`src/rtl/damped_spring_integrator_macros.svh`:
```
// Assertion macros for the damped spring integrator.
// Taken in by the top level; needs clk and rst in the including scope.
`ifndef DAMPED_SPRING_INTEGRATOR_MACROS_SVH
`define DAMPED_SPRING_INTEGRATOR_MACROS_SVH
`ifndef SYNTH
`define DSI_ASSERT(lbl, prop, msg) \
  lbl: assert property (@(posedge clk) disable iff (rst) prop) else $error(msg);
`define DSI_ASSERT_ALWAYS(lbl, prop, msg) \
  lbl: assert property (@(posedge clk) prop) else $error(msg);
`else
`define DSI_ASSERT(lbl, prop, msg)
`define DSI_ASSERT_ALWAYS(lbl, prop, msg)
`endif
`endif

```
`src/rtl/dsi_pkg.sv`:
```
// Shared types, widths and helpers for the damped spring integrator.
// No dependencies; used by every module of the block.
package dsi_pkg;

  localparam int QF       = 16;            // fraction bits of Q values
  localparam int VAL_W    = 32;            // Q value width
  localparam int CFG_W    = 31;            // unsigned coefficient width
  localparam int DT_W     = 17;            // time step width
  localparam int DIFF_W   = VAL_W + 1;     // displacement width
  localparam int PROD_W   = 2 * VAL_W;     // magnitude product width
  localparam int RES_W    = 35;            // clamped signed product result
  localparam int WIDE_W   = 36;            // sums before saturation
  localparam int SUM_W    = PROD_W + 2;    // sum of three squares
  localparam int ROOT_W   = SUM_W / 2;     // length width
  localparam int NUM_W    = VAL_W + QF;    // direction dividend width
  localparam int QUO_W    = QF + 1;        // direction magnitude width
  localparam int IDX_W    = 3;             // register index width

  localparam logic [IDX_W-1:0] REG_REST    = 3'd0;
  localparam logic [IDX_W-1:0] REG_STIFF   = 3'd1;
  localparam logic [IDX_W-1:0] REG_DAMP    = 3'd2;
  localparam logic [IDX_W-1:0] REG_INVM    = 3'd3;
  localparam logic [IDX_W-1:0] REG_START_X = 3'd4;
  localparam logic [IDX_W-1:0] REG_START_Y = 3'd5;
  localparam logic [IDX_W-1:0] REG_START_Z = 3'd6;

  typedef enum logic [3:0] {
    S_IDLE, S_SQ, S_SQRT, S_FMAG, S_DIV, S_SPRING,
    S_DAMP, S_ACC, S_VEL, S_POS, S_DONE
  } state_t;

  // multiplier launch: sgn = sign of the exact product, ng = negate the floored result
  typedef struct packed {
    logic start;
    logic sgn;
    logic ng;
  } mul_req_t;

  function automatic logic [VAL_W-1:0] mag32(input logic signed [DIFF_W-1:0] v);
    logic [DIFF_W-1:0] a;
    a = v[DIFF_W-1] ? DIFF_W'(-v) : DIFF_W'(v);
    return a[VAL_W-1:0];
  endfunction

  function automatic logic signed [VAL_W-1:0] sat32(input logic signed [WIDE_W-1:0] v);
    logic [WIDE_W-VAL_W:0] top;
    top = v[WIDE_W-1:VAL_W-1];
    if (top == '0 || top == '1) return v[VAL_W-1:0];
    else if (v[WIDE_W-1]) return {1'b1, {(VAL_W-1){1'b0}}};
    else return {1'b0, {(VAL_W-1){1'b1}}};
  endfunction

  function automatic logic signed [WIDE_W-1:0] ext32(input logic signed [VAL_W-1:0] v);
    return {{(WIDE_W-VAL_W){v[VAL_W-1]}}, v};
  endfunction

  function automatic logic signed [WIDE_W-1:0] extres(input logic signed [RES_W-1:0] v);
    return {{(WIDE_W-RES_W){v[RES_W-1]}}, v};
  endfunction

endpackage

```
`src/rtl/dsi_mul.sv`:
```
// Bit-serial shift-add multiplier, one multiplier bit per cycle.
// Gives the raw magnitude product and the floored Q result; uses dsi_pkg.
module dsi_mul import dsi_pkg::*; (
  input  logic                     clk,
  input  logic                     rst,
  input  mul_req_t                 req,
  input  logic [VAL_W-1:0]         a,
  input  logic [VAL_W-1:0]         b,
  output logic                     done,
  output logic [PROD_W-1:0]        prod,
  output logic signed [RES_W-1:0]  res
);
  localparam int CNT_W = $clog2(VAL_W);
  localparam int T_W   = PROD_W - QF;
  localparam logic [T_W-1:0] LIM = T_W'(1) << (RES_W - 1);

  logic [VAL_W-1:0] areg;
  logic             sgn, ng, busy;
  logic [CNT_W-1:0] cnt;
  logic [VAL_W:0]   part;
  logic [T_W-1:0]   t;
  logic             neg;

  assign part = {1'b0, prod[PROD_W-1:VAL_W]} + (prod[0] ? {1'b0, areg} : '0);

  always_ff @(posedge clk) begin
    if (rst) begin
      busy <= 1'b0;
      done <= 1'b0;
      cnt  <= '0;
    end else begin
      done <= 1'b0;
      if (req.start) begin
        busy <= 1'b1;
        cnt  <= '0;
      end else if (busy) begin
        cnt <= cnt + 1'b1;
        if (cnt == CNT_W'(VAL_W - 1)) begin
          busy <= 1'b0;
          done <= 1'b1;
        end
      end
    end
  end

  always_ff @(posedge clk) begin
    if (req.start) begin
      areg <= a;
      sgn  <= req.sgn;
      ng   <= req.ng;
      prod <= {{VAL_W{1'b0}}, b};
    end else if (busy) begin
      prod <= {part, prod[VAL_W-1:1]};
    end
  end

  // negative products round toward minus infinity: magnitude is the ceiling
  always_comb begin
    t   = prod[PROD_W-1:QF] + (sgn ? T_W'(|prod[QF-1:0]) : '0);
    neg = sgn ^ ng;
    if (neg) res = (t > LIM) ? RES_W'(-LIM) : RES_W'(-t);
    else     res = (t > LIM - 1'b1) ? RES_W'(LIM - 1'b1) : RES_W'(t);
  end
endmodule

```
`src/rtl/dsi_sqrt.sv`:
```
// Digit-serial integer square root, two operand bits per cycle.
// Uses dsi_pkg widths.
module dsi_sqrt import dsi_pkg::*; (
  input  logic              clk,
  input  logic              rst,
  input  logic              start,
  input  logic [SUM_W-1:0]  opnd,
  output logic              done,
  output logic [ROOT_W-1:0] root
);
  localparam int CNT_W = $clog2(ROOT_W);
  localparam int R_W   = ROOT_W + 4;

  logic [SUM_W-1:0] sh;
  logic [R_W-1:0]   r, r2, trial;
  logic             busy;
  logic [CNT_W-1:0] cnt;

  assign r2    = {r[R_W-3:0], sh[SUM_W-1:SUM_W-2]};
  assign trial = {2'b00, root, 2'b01};

  always_ff @(posedge clk) begin
    if (rst) begin
      busy <= 1'b0;
      done <= 1'b0;
      cnt  <= '0;
    end else begin
      done <= 1'b0;
      if (start) begin
        busy <= 1'b1;
        cnt  <= '0;
      end else if (busy) begin
        cnt <= cnt + 1'b1;
        if (cnt == CNT_W'(ROOT_W - 1)) begin
          busy <= 1'b0;
          done <= 1'b1;
        end
      end
    end
  end

  always_ff @(posedge clk) begin
    if (start) begin
      sh   <= opnd;
      r    <= '0;
      root <= '0;
    end else if (busy) begin
      sh <= {sh[SUM_W-3:0], 2'b00};
      if (r2 >= trial) begin
        r    <= r2 - trial;
        root <= {root[ROOT_W-2:0], 1'b1};
      end else begin
        r    <= r2;
        root <= {root[ROOT_W-2:0], 1'b0};
      end
    end
  end
endmodule

```
`src/rtl/dsi_div.sv`:
```
// Restoring divider, one quotient bit per cycle, for the unit direction.
// Dividend is the magnitude scaled by the fraction; uses dsi_pkg.
module dsi_div import dsi_pkg::*; (
  input  logic              clk,
  input  logic              rst,
  input  logic              start,
  input  logic [VAL_W-1:0]  num,
  input  logic [ROOT_W-1:0] den,
  output logic              done,
  output logic [QUO_W-1:0]  quo
);
  localparam int CNT_W = $clog2(NUM_W);
  localparam int REM_W = ROOT_W + 1;

  logic [NUM_W-1:0]  sh;
  logic [REM_W-1:0]  rem, rem2;
  logic [ROOT_W-1:0] dreg;
  logic              busy;
  logic [CNT_W-1:0]  cnt;

  assign rem2 = {rem[REM_W-2:0], sh[NUM_W-1]};

  always_ff @(posedge clk) begin
    if (rst) begin
      busy <= 1'b0;
      done <= 1'b0;
      cnt  <= '0;
    end else begin
      done <= 1'b0;
      if (start) begin
        busy <= 1'b1;
        cnt  <= '0;
      end else if (busy) begin
        cnt <= cnt + 1'b1;
        if (cnt == CNT_W'(NUM_W - 1)) begin
          busy <= 1'b0;
          done <= 1'b1;
        end
      end
    end
  end

  // quotient never exceeds one in Q form, so only the low bits are kept
  always_ff @(posedge clk) begin
    if (start) begin
      sh   <= {num, {QF{1'b0}}};
      rem  <= '0;
      dreg <= den;
      quo  <= '0;
    end else if (busy) begin
      sh <= {sh[NUM_W-2:0], 1'b0};
      if (rem2 >= {1'b0, dreg}) begin
        rem <= rem2 - {1'b0, dreg};
        quo <= {quo[QUO_W-2:0], 1'b1};
      end else begin
        rem <= rem2;
        quo <= {quo[QUO_W-2:0], 1'b0};
      end
    end
  end
endmodule

```
`src/rtl/damped_spring_integrator.sv`:
```
// Damped spring end integrator, semi-implicit Euler, signed Q16.16, saturating.
// One word in flight: a new input word is taken only in the idle state, once the
// last result has been loaded into the output register. Work is paced by the
// shared bit-serial multiplier (five products per axis, four when the length is
// zero), the direction divider and the square root. Synchronous active-high rst
// clears position, velocity and registers (inverse mass to 1.0).
module damped_spring_integrator import dsi_pkg::*; (
  input  logic                 clk,
  input  logic                 rst,
  // input words
  input  logic                 s_axis_tvalid,
  output logic                 s_axis_tready,
  input  logic [119:0]         s_axis_tdata,  // target_x, target_y, target_z, time_step, pad
  // result words
  output logic                 m_axis_tvalid,
  input  logic                 m_axis_tready,
  output logic [191:0]         m_axis_tdata,  // pos_x, pos_y, pos_z, vel_x, vel_y, vel_z
  // register writes
  input  logic                 cfg_we,
  input  logic [IDX_W-1:0]     cfg_index,
  input  logic [VAL_W-1:0]     cfg_data
);
`include "damped_spring_integrator_macros.svh"

  state_t state, state_next;
  logic   kick;
  logic [1:0] ax;

  // coefficients
  logic [CFG_W-1:0] rest, stiff, dampc, invm;

  // dynamic state and per-word scratch
  logic signed [VAL_W-1:0]  pos [3];
  logic signed [VAL_W-1:0]  vel [3];
  logic signed [DIFF_W-1:0] d   [3];
  logic [DT_W-1:0]          dt;
  logic [SUM_W-1:0]         sum;
  logic [ROOT_W-1:0]        len;
  logic signed [VAL_W-1:0]  fmag, spring, dmp, acc;

  logic accept;
  assign accept = s_axis_tvalid && s_axis_tready;
  assign s_axis_tready = (state == S_IDLE) && !rst;

  // unit handshakes
  mul_req_t             mreq;
  logic [VAL_W-1:0]     ma, mb;
  logic                 mdone, sdone, ddone, sstart, dstart;
  logic [PROD_W-1:0]    mprod;
  logic signed [RES_W-1:0] mres;
  logic [ROOT_W-1:0]    root;
  logic [QUO_W-1:0]     quo;

  logic signed [VAL_W-1:0] lr, force_v;
  assign lr      = sat32(WIDE_W'({3'b000, len}) - WIDE_W'({5'b00000, rest}));
  assign force_v = sat32(ext32(spring) + ext32(dmp));

  dsi_mul u_mul (
    .clk(clk), .rst(rst), .req(mreq), .a(ma), .b(mb),
    .done(mdone), .prod(mprod), .res(mres)
  );

  dsi_sqrt u_sqrt (
    .clk(clk), .rst(rst), .start(sstart), .opnd(sum), .done(sdone), .root(root)
  );

  dsi_div u_div (
    .clk(clk), .rst(rst), .start(dstart), .num(mag32(d[ax])), .den(len),
    .done(ddone), .quo(quo)
  );

  // next state
  always_comb begin
    state_next = state;
    case (state)
      S_IDLE:   if (accept) state_next = S_SQ;
      S_SQ:     if (mdone && ax == 2'd2) state_next = S_SQRT;
      S_SQRT:   if (sdone) state_next = S_FMAG;
      S_FMAG:   if (mdone) state_next = (len == '0) ? S_DAMP : S_DIV;
      S_DIV:    if (ddone) state_next = S_SPRING;
      S_SPRING: if (mdone) state_next = S_DAMP;
      S_DAMP:   if (mdone) state_next = S_ACC;
      S_ACC:    if (mdone) state_next = S_VEL;
      S_VEL:    if (mdone) state_next = S_POS;
      S_POS: begin
        if (mdone) begin
          if (ax == 2'd2) state_next = S_DONE;
          else state_next = (len == '0) ? S_DAMP : S_DIV;
        end
      end
      S_DONE:   if (!m_axis_tvalid || m_axis_tready) state_next = S_IDLE;
      default:  state_next = S_IDLE;
    endcase
  end

  // unit launches and operand selection
  always_comb begin
    mreq   = '0;
    ma     = '0;
    mb     = '0;
    sstart = 1'b0;
    dstart = 1'b0;
    case (state)
      S_SQ: begin
        mreq.start = kick;
        ma = mag32(d[ax]);
        mb = mag32(d[ax]);
      end
      S_SQRT: sstart = kick;
      S_FMAG: begin
        mreq.start = kick;
        mreq.sgn   = lr[VAL_W-1];
        ma = {1'b0, stiff};
        mb = mag32({lr[VAL_W-1], lr});
      end
      S_DIV: dstart = kick;
      S_SPRING: begin
        mreq = '{start: kick, sgn: fmag[VAL_W-1] ^ d[ax][DIFF_W-1], ng: 1'b1};
        ma = mag32({fmag[VAL_W-1], fmag});
        mb = VAL_W'(quo);
      end
      S_DAMP: begin
        mreq = '{start: kick, sgn: vel[ax][VAL_W-1], ng: 1'b1};
        ma = {1'b0, dampc};
        mb = mag32({vel[ax][VAL_W-1], vel[ax]});
      end
      S_ACC: begin
        mreq.start = kick;
        mreq.sgn   = force_v[VAL_W-1];
        ma = mag32({force_v[VAL_W-1], force_v});
        mb = {1'b0, invm};
      end
      S_VEL: begin
        mreq.start = kick;
        mreq.sgn   = acc[VAL_W-1];
        ma = mag32({acc[VAL_W-1], acc});
        mb = VAL_W'(dt);
      end
      S_POS: begin
        mreq.start = kick;
        mreq.sgn   = vel[ax][VAL_W-1];
        ma = mag32({vel[ax][VAL_W-1], vel[ax]});
        mb = VAL_W'(dt);
      end
      default: ;
    endcase
  end

  // control
  always_ff @(posedge clk) begin
    if (rst) begin
      state         <= S_IDLE;
      kick          <= 1'b0;
      ax            <= '0;
      m_axis_tvalid <= 1'b0;
    end else begin
      state <= state_next;
      // new unit run on each state entry, and per axis while summing squares
      kick  <= (state_next != state) || (state == S_SQ && mdone);
      if (state == S_DONE && (!m_axis_tvalid || m_axis_tready)) m_axis_tvalid <= 1'b1;
      else if (m_axis_tready) m_axis_tvalid <= 1'b0;
      case (state)
        S_IDLE:  ax <= '0;
        S_SQ:    if (mdone) ax <= (ax == 2'd2) ? 2'd0 : ax + 1'b1;
        S_POS:   if (mdone && ax != 2'd2) ax <= ax + 1'b1;
        default: ;
      endcase
    end
  end

  // coefficients and dynamic state
  always_ff @(posedge clk) begin
    if (rst) begin
      rest  <= '0;
      stiff <= '0;
      dampc <= '0;
      invm  <= CFG_W'(1) << QF;
      for (int i = 0; i < 3; i++) begin
        pos[i] <= '0;
        vel[i] <= '0;
      end
    end else begin
      if (cfg_we) begin
        case (cfg_index)
          REG_REST:  rest  <= cfg_data[CFG_W-1:0];
          REG_STIFF: stiff <= cfg_data[CFG_W-1:0];
          REG_DAMP:  dampc <= cfg_data[CFG_W-1:0];
          REG_INVM:  invm  <= cfg_data[CFG_W-1:0];
          REG_START_X, REG_START_Y, REG_START_Z: begin
            pos[2'(cfg_index - REG_START_X)] <= cfg_data;
            for (int i = 0; i < 3; i++) vel[i] <= '0;
          end
          default: ;
        endcase
      end
      if (state == S_VEL && mdone) vel[ax] <= sat32(ext32(vel[ax]) + extres(mres));
      if (state == S_POS && mdone) pos[ax] <= sat32(ext32(pos[ax]) + extres(mres));
    end
  end

  // scratch, no reset needed
  always_ff @(posedge clk) begin
    if (accept) begin
      for (int i = 0; i < 3; i++)
        d[i] <= {pos[i][VAL_W-1], pos[i]} -
                {s_axis_tdata[32*i+31], s_axis_tdata[32*i +: VAL_W]};
      dt  <= s_axis_tdata[96 +: DT_W];
      sum <= '0;
    end
    if (state == S_SQ && mdone) sum <= sum + SUM_W'(mprod);
    if (sdone) len <= root;
    if (state == S_FMAG && mdone) begin
      fmag   <= sat32(extres(mres));
      spring <= '0;   // zero length: no spring force on any axis
    end
    if (state == S_SPRING && mdone) spring <= sat32(extres(mres));
    if (state == S_DAMP && mdone)   dmp    <= sat32(extres(mres));
    if (state == S_ACC && mdone)    acc    <= sat32(extres(mres));
    if (state == S_DONE && (!m_axis_tvalid || m_axis_tready))
      m_axis_tdata <= {vel[2], vel[1], vel[0], pos[2], pos[1], pos[0]};
  end

  // one arithmetic unit finishes at a time
  `DSI_ASSERT(a_one_unit_done, $onehot0({mdone, sdone, ddone}), "two units finished together")
  // a word taken starts work at once, no second word behind it
  `DSI_ASSERT(a_single_word, accept |=> !s_axis_tready, "input taken twice in a row")
  // results only come out of the final step
  `DSI_ASSERT(a_out_from_done, $rose(m_axis_tvalid) |-> $past(state == S_DONE), "result without work")

endmodule

```
`config.mk`:
```
export PLATFORM = sky130hd
export DESIGN_NAME = damped_spring_integrator
export DESIGN_NICKNAME = d
export VERILOG_FILES = /design/src/rtl/dsi_pkg.sv /design/src/rtl/dsi_mul.sv /design/src/rtl/dsi_sqrt.sv /design/src/rtl/dsi_div.sv /design/src/rtl/damped_spring_integrator.sv
export VERILOG_INCLUDE_DIRS = /design/src /design/src/rtl
export SDC_FILE = /design/constraint.sdc
export NUM_CORES = 2
export LEC_CHECK = 0
export BUFFER_PORTS_ARGS = -buffer_cell sky130_fd_sc_hd__buf_2
export CORE_UTILIZATION = 30
export DETAILED_ROUTE_END_ITERATION = 6
export PLACE_DENSITY_LB_ADDON = 0.1
export SETUP_SLACK_MARGIN = 0.1
export SYNTH_ARGS = -nofsm -noshare
export SYNTH_HDL_FRONTEND = slang
export SYNTH_SLANG_ARGS = --single-unit
export TNS_END_PERCENT = 100
```
`constraint.sdc`:
```
create_clock -name clk -period 10.1 [get_ports clk]
set_input_delay 2.02 -clock clk [delete_from_list [all_inputs] [get_ports clk]]
set_output_delay 2.02 -clock clk [all_outputs]
set_load 0.02 [all_outputs]
```
==> PnR_summary.wiki <==
{| class="wikitable"
! Metric !! Value
|-
| Run status || complete, but fails checks
|-
| Failing checks || design-rule violations
|-
| Max rail drop VDD || 177 uV
|-
| Final core area utilization || 0.346
|-
| Fraction of layout instances using a drive strength above 1 || 0.116
|-
| Hold Path Depth || 0
|-
| Final Setup Violations || 0
|-
| Grt total ovfl || 0
|-
| Number of antenna violations at the first check in global routing || 47
|-
| Remaining design rule violation count || 1
|-
| Placeable core area || 258000 sq um
|-
| Most used DFF post-synth || edfxtp_1
|-
| Final Instance Area || 89200 sq um
|-
| Worst setup margin || 0.493 ns
|-
| Clock-pin slew on the worst setup and hold paths || 0.07 ns
|-
| Post-synthesis cell type count || 110
|-
| Clock Tree Buf Depth || 3
|-
| Initial Utilization || 0.303
|-
| Total CTS buffers || 161
|-
| Number of cell instances on the worst register-to-register path || 32
|-
| Post-DRT Antenna Nets || 0
|-
| Highest Clock Rate || 104 MHz
|-
| Net switching power || 6.02 mW
|-
| Mean routed wirelength per cell || 25.6 um
|-
| Hold slack || 0.445 ns
|-
| Initial drt markers || 6295
|-
| Non-Filler Instances || 11800
|-
| Sort of element at the start of the critical path || flop
|-
| Largest fanout on the critical path || 27
|-
| Post-Place Worst Slack || 0.0335 ns
|-
| Reg-to-reg slack, setup || 0.49 ns
|-
| Number of detailed-route iterations in the first pass || 7
|-
| Std-Cell Rows || 186
|-
| Ports || 354
|-
| DP Wirelength || 227 mm
|-
| Total internal power || 11.1 mW
|-
| Destination of the worst hold path || m_axis_tdata[102]
|-
| Fin Clk Skew || 0.0482 ns
|-
| Mean cell area of the mapped netlist || 9.70 sq um
|-
| Maximum number of pins on one net before global-route repair || 99
|-
| CTS tree || built
|-
| Overall Power || 17.2 mW
|-
| Tmin final || 9.61 ns
|-
| Sw Ratio || 0.351
|-
| Worst Max-Slew Pin Slew || 1.19 ns
|-
| Cell area power density || 192 nW/um^2
|-
| Net total in the final layout || 8880
|-
| Cell at the slowest stage of the critical path || or4_1
|-
| Most frequent cells in the layout || edfxtp_1, nand2_1, nor2_1
|-
| Classification of the worst-slack hold path || flop to flop
|-
| Leakage dissipation || 34.3 nW
|-
| Comb power frac || 0.284
|-
| Htree depth || 4
|-
| Total of max-cap violations || 0
|-
| Synth async-reset ratio || 0
|-
| Die extent in x || 512 um
|-
| Vias after detailed routing || 63700
|-
| Kind of end point of the critical path || flop
|-
| Arrival time at the worst endpoint || 10.16 ns
|-
| Final worst path period share || 0.951
|-
| Area growth from synthesis to layout || 14.5%
|-
| Vertical extent of the die || 512 um
|-
| Overall routed net length || 303 mm
|-
| Origin of the worst min-delay path || vel[0][6]
|-
| Synth Net Count || 8621
|-
| Placed Area || 83800 sq um
|-
| Hold Vio Cnt, Final || 0
|-
| Worst flop-to-flop path startpoint || u_mul.prod[3]
|-
| Total die area || 262000 sq um
|-
| Via count of the first global-routing pass || 61000
|-
| Fraction of power consumed by the clock network || 0.345
|-
| Weighted congestion at the end of routability-driven global placement || 0.911
|-
| Number of I/O port buffers || 346
|-
| Synthesized area || 77900 sq um
|-
| Ys Warns || 0
|-
| Post-synth EDFFs || 988
|-
| Via density per instance || 5.38
|-
| RSZ-0062 raised after global routing || false
|-
| Leading cell type in the layout, fill and taps excluded || edfxtp_1
|-
| Sequential fraction of design power || 0.371
|-
| Number of synthesized register bits || 1295
|-
| Synthesized instance count || 8038
|-
| Number of cells after detailed placement || 11500
|-
| Worst max-slew margin expressed relative to the limit || 0.200
|-
| Clock Latency Late Sink || 0.83 ns
|-
| Data required time of the critical path || 10.65 ns
|-
| Sequential fraction of the synthesis area || 0.459
|-
| Global-route wire length before repair || 434 mm
|-
| Layout filler cell count || 26200
|-
| Total count of max-transition violations in the final report || 0
|-
| CP peak stage delay || 0.72 ns
|-
| Capture instance of the worst register-to-register path || vel[0][6]
|-
| Path type of the worst setup path || flop to flop
|-
| All-Layer GR Usage || 0.224
|-
| Clock Tree Root || clkbuf_16
|-
| Number of clock sinks || 1295
|-
| Total negative slack for setup checks || 0 ns
|}
[logic make-up after synthesis]
group,Yosys count,share of synthesized area
and+or+nand+nor,2611,0.153
DFF,1295,0.459
muxes,219,0.0383
adders and majority gates,425,0.0691
AOI/OAI and AO/OA,2171,0.179
xor gates and xnor gates,551,0.0620
buffers and inverters,766,0.0390
[Yosys cell counts, types with 66 or more instances]
library cell | instances | area share
nor3_1 | 122 | 0.0078
mux2i_1 | 149 | 0.019
dfxtp_1 | 307 | 0.079
and2_1 | 78 | 0.0063
nand2b_1 | 84 | 0.0067
nand2_1 | 946 | 0.046
inv_1 | 364 | 0.018
xor2_1 | 234 | 0.026
and3_1 | 66 | 0.0053
a21o_1 | 199 | 0.019
nand3_1 | 174 | 0.011
clkbuf_1 | 293 | 0.014
xnor2_1 | 316 | 0.036
ha_1 | 413 | 0.066
a221o_1 | 94 | 0.012
a31oi_1 | 71 | 0.0057
o21ai_0 | 431 | 0.028
edfxtp_1 | 988 | 0.38
a21oi_1 | 774 | 0.050
nor2_1 | 784 | 0.038
nor2b_1 | 69 | 0.0055
[layout make-up]
class	instances	area, sq um	share of cell area
inverters	371	1400	0.0157
repair buffers	490	2960	0.0331
flip-flops and latches	1295	35800	0.402
multi-input cells	5978	39500	0.442
clock inverters	94	951	0.0107
clock buffers	202	4350	0.0487
well taps	3384	4230	0.0475
diodes	15	37.5	0.000421
[state kept, by name, indices dropped and copies added, names as in the netlist, 35 cells and up, named ones only]
| signal | flops |
|---|---|
| m_axis_tdata | 192 |
| pos | 128 |
| vel | 128 |
| d | 99 |
| sum | 66 |
| u_sqrt.sh | 66 |
| u_mul.prod | 64 |
| u_sqrt.r | 35 |
[worst max-delay path: cells and delay by family, from the launching register on]
kind            cells  cell delay (ns)
compound gates     13             3.67
simple gates       10             2.42
buf+inv             5             1.34
fa+ha+maj           3             1.18
flops               1             0.43
mux                 1             0.26
[power groups by stage]
stage               Sequential [mW]  Combinational (mW)  Clock (mW)
finish                         6.37                4.87        5.91
CTS                            6.38                4.82        6.04
floorplan                      6.28                3.33           0
global route                   6.40                5.32        6.24
global placement               6.49                4.78           0
detailed placement             6.49                4.79           0
[worst max path at each step]
stage,startpoint,to,slack (ns),cells past startpoint
after floorplan,u_mul.prod[0],vel[3][10],2.00,34
after global placement,u_mul.prod[3],pos[2][0],0.12,31
after detailed placement,u_mul.sgn,pos[3][0],0.03,33
after CTS,u_mul.prod[4],pos[3][0],0.18,31
after global routing,u_mul.prod[4],vel[2][14],0.12,31
final,u_mul.prod[3],vel[0][6],0.49,32
[layer usage]
metal / global-route usage / wire [um] / up-vias
met1: 0.307 / 137000 / 31500
li1: - / - / 29900
met4: 0.0628 / 8610 / 32
met2: 0.359 / 139000 / 1899
met3: 0.0401 / 18500 / 362
met5: 0 / 201 / -
[timing repair]
item / in CTS / in global routing
cloned: 0 / 1
gates resized for setup: 1 / 9
buffers inserted: 0 / 4
hold endpoints to repair: 0 / 0
hold buffers: 0 / 0
endpoints found under the setup margin: 26 / 247
pin swaps: 0 / 1
No activity file was read; power rests on OpenSTA's default activity.
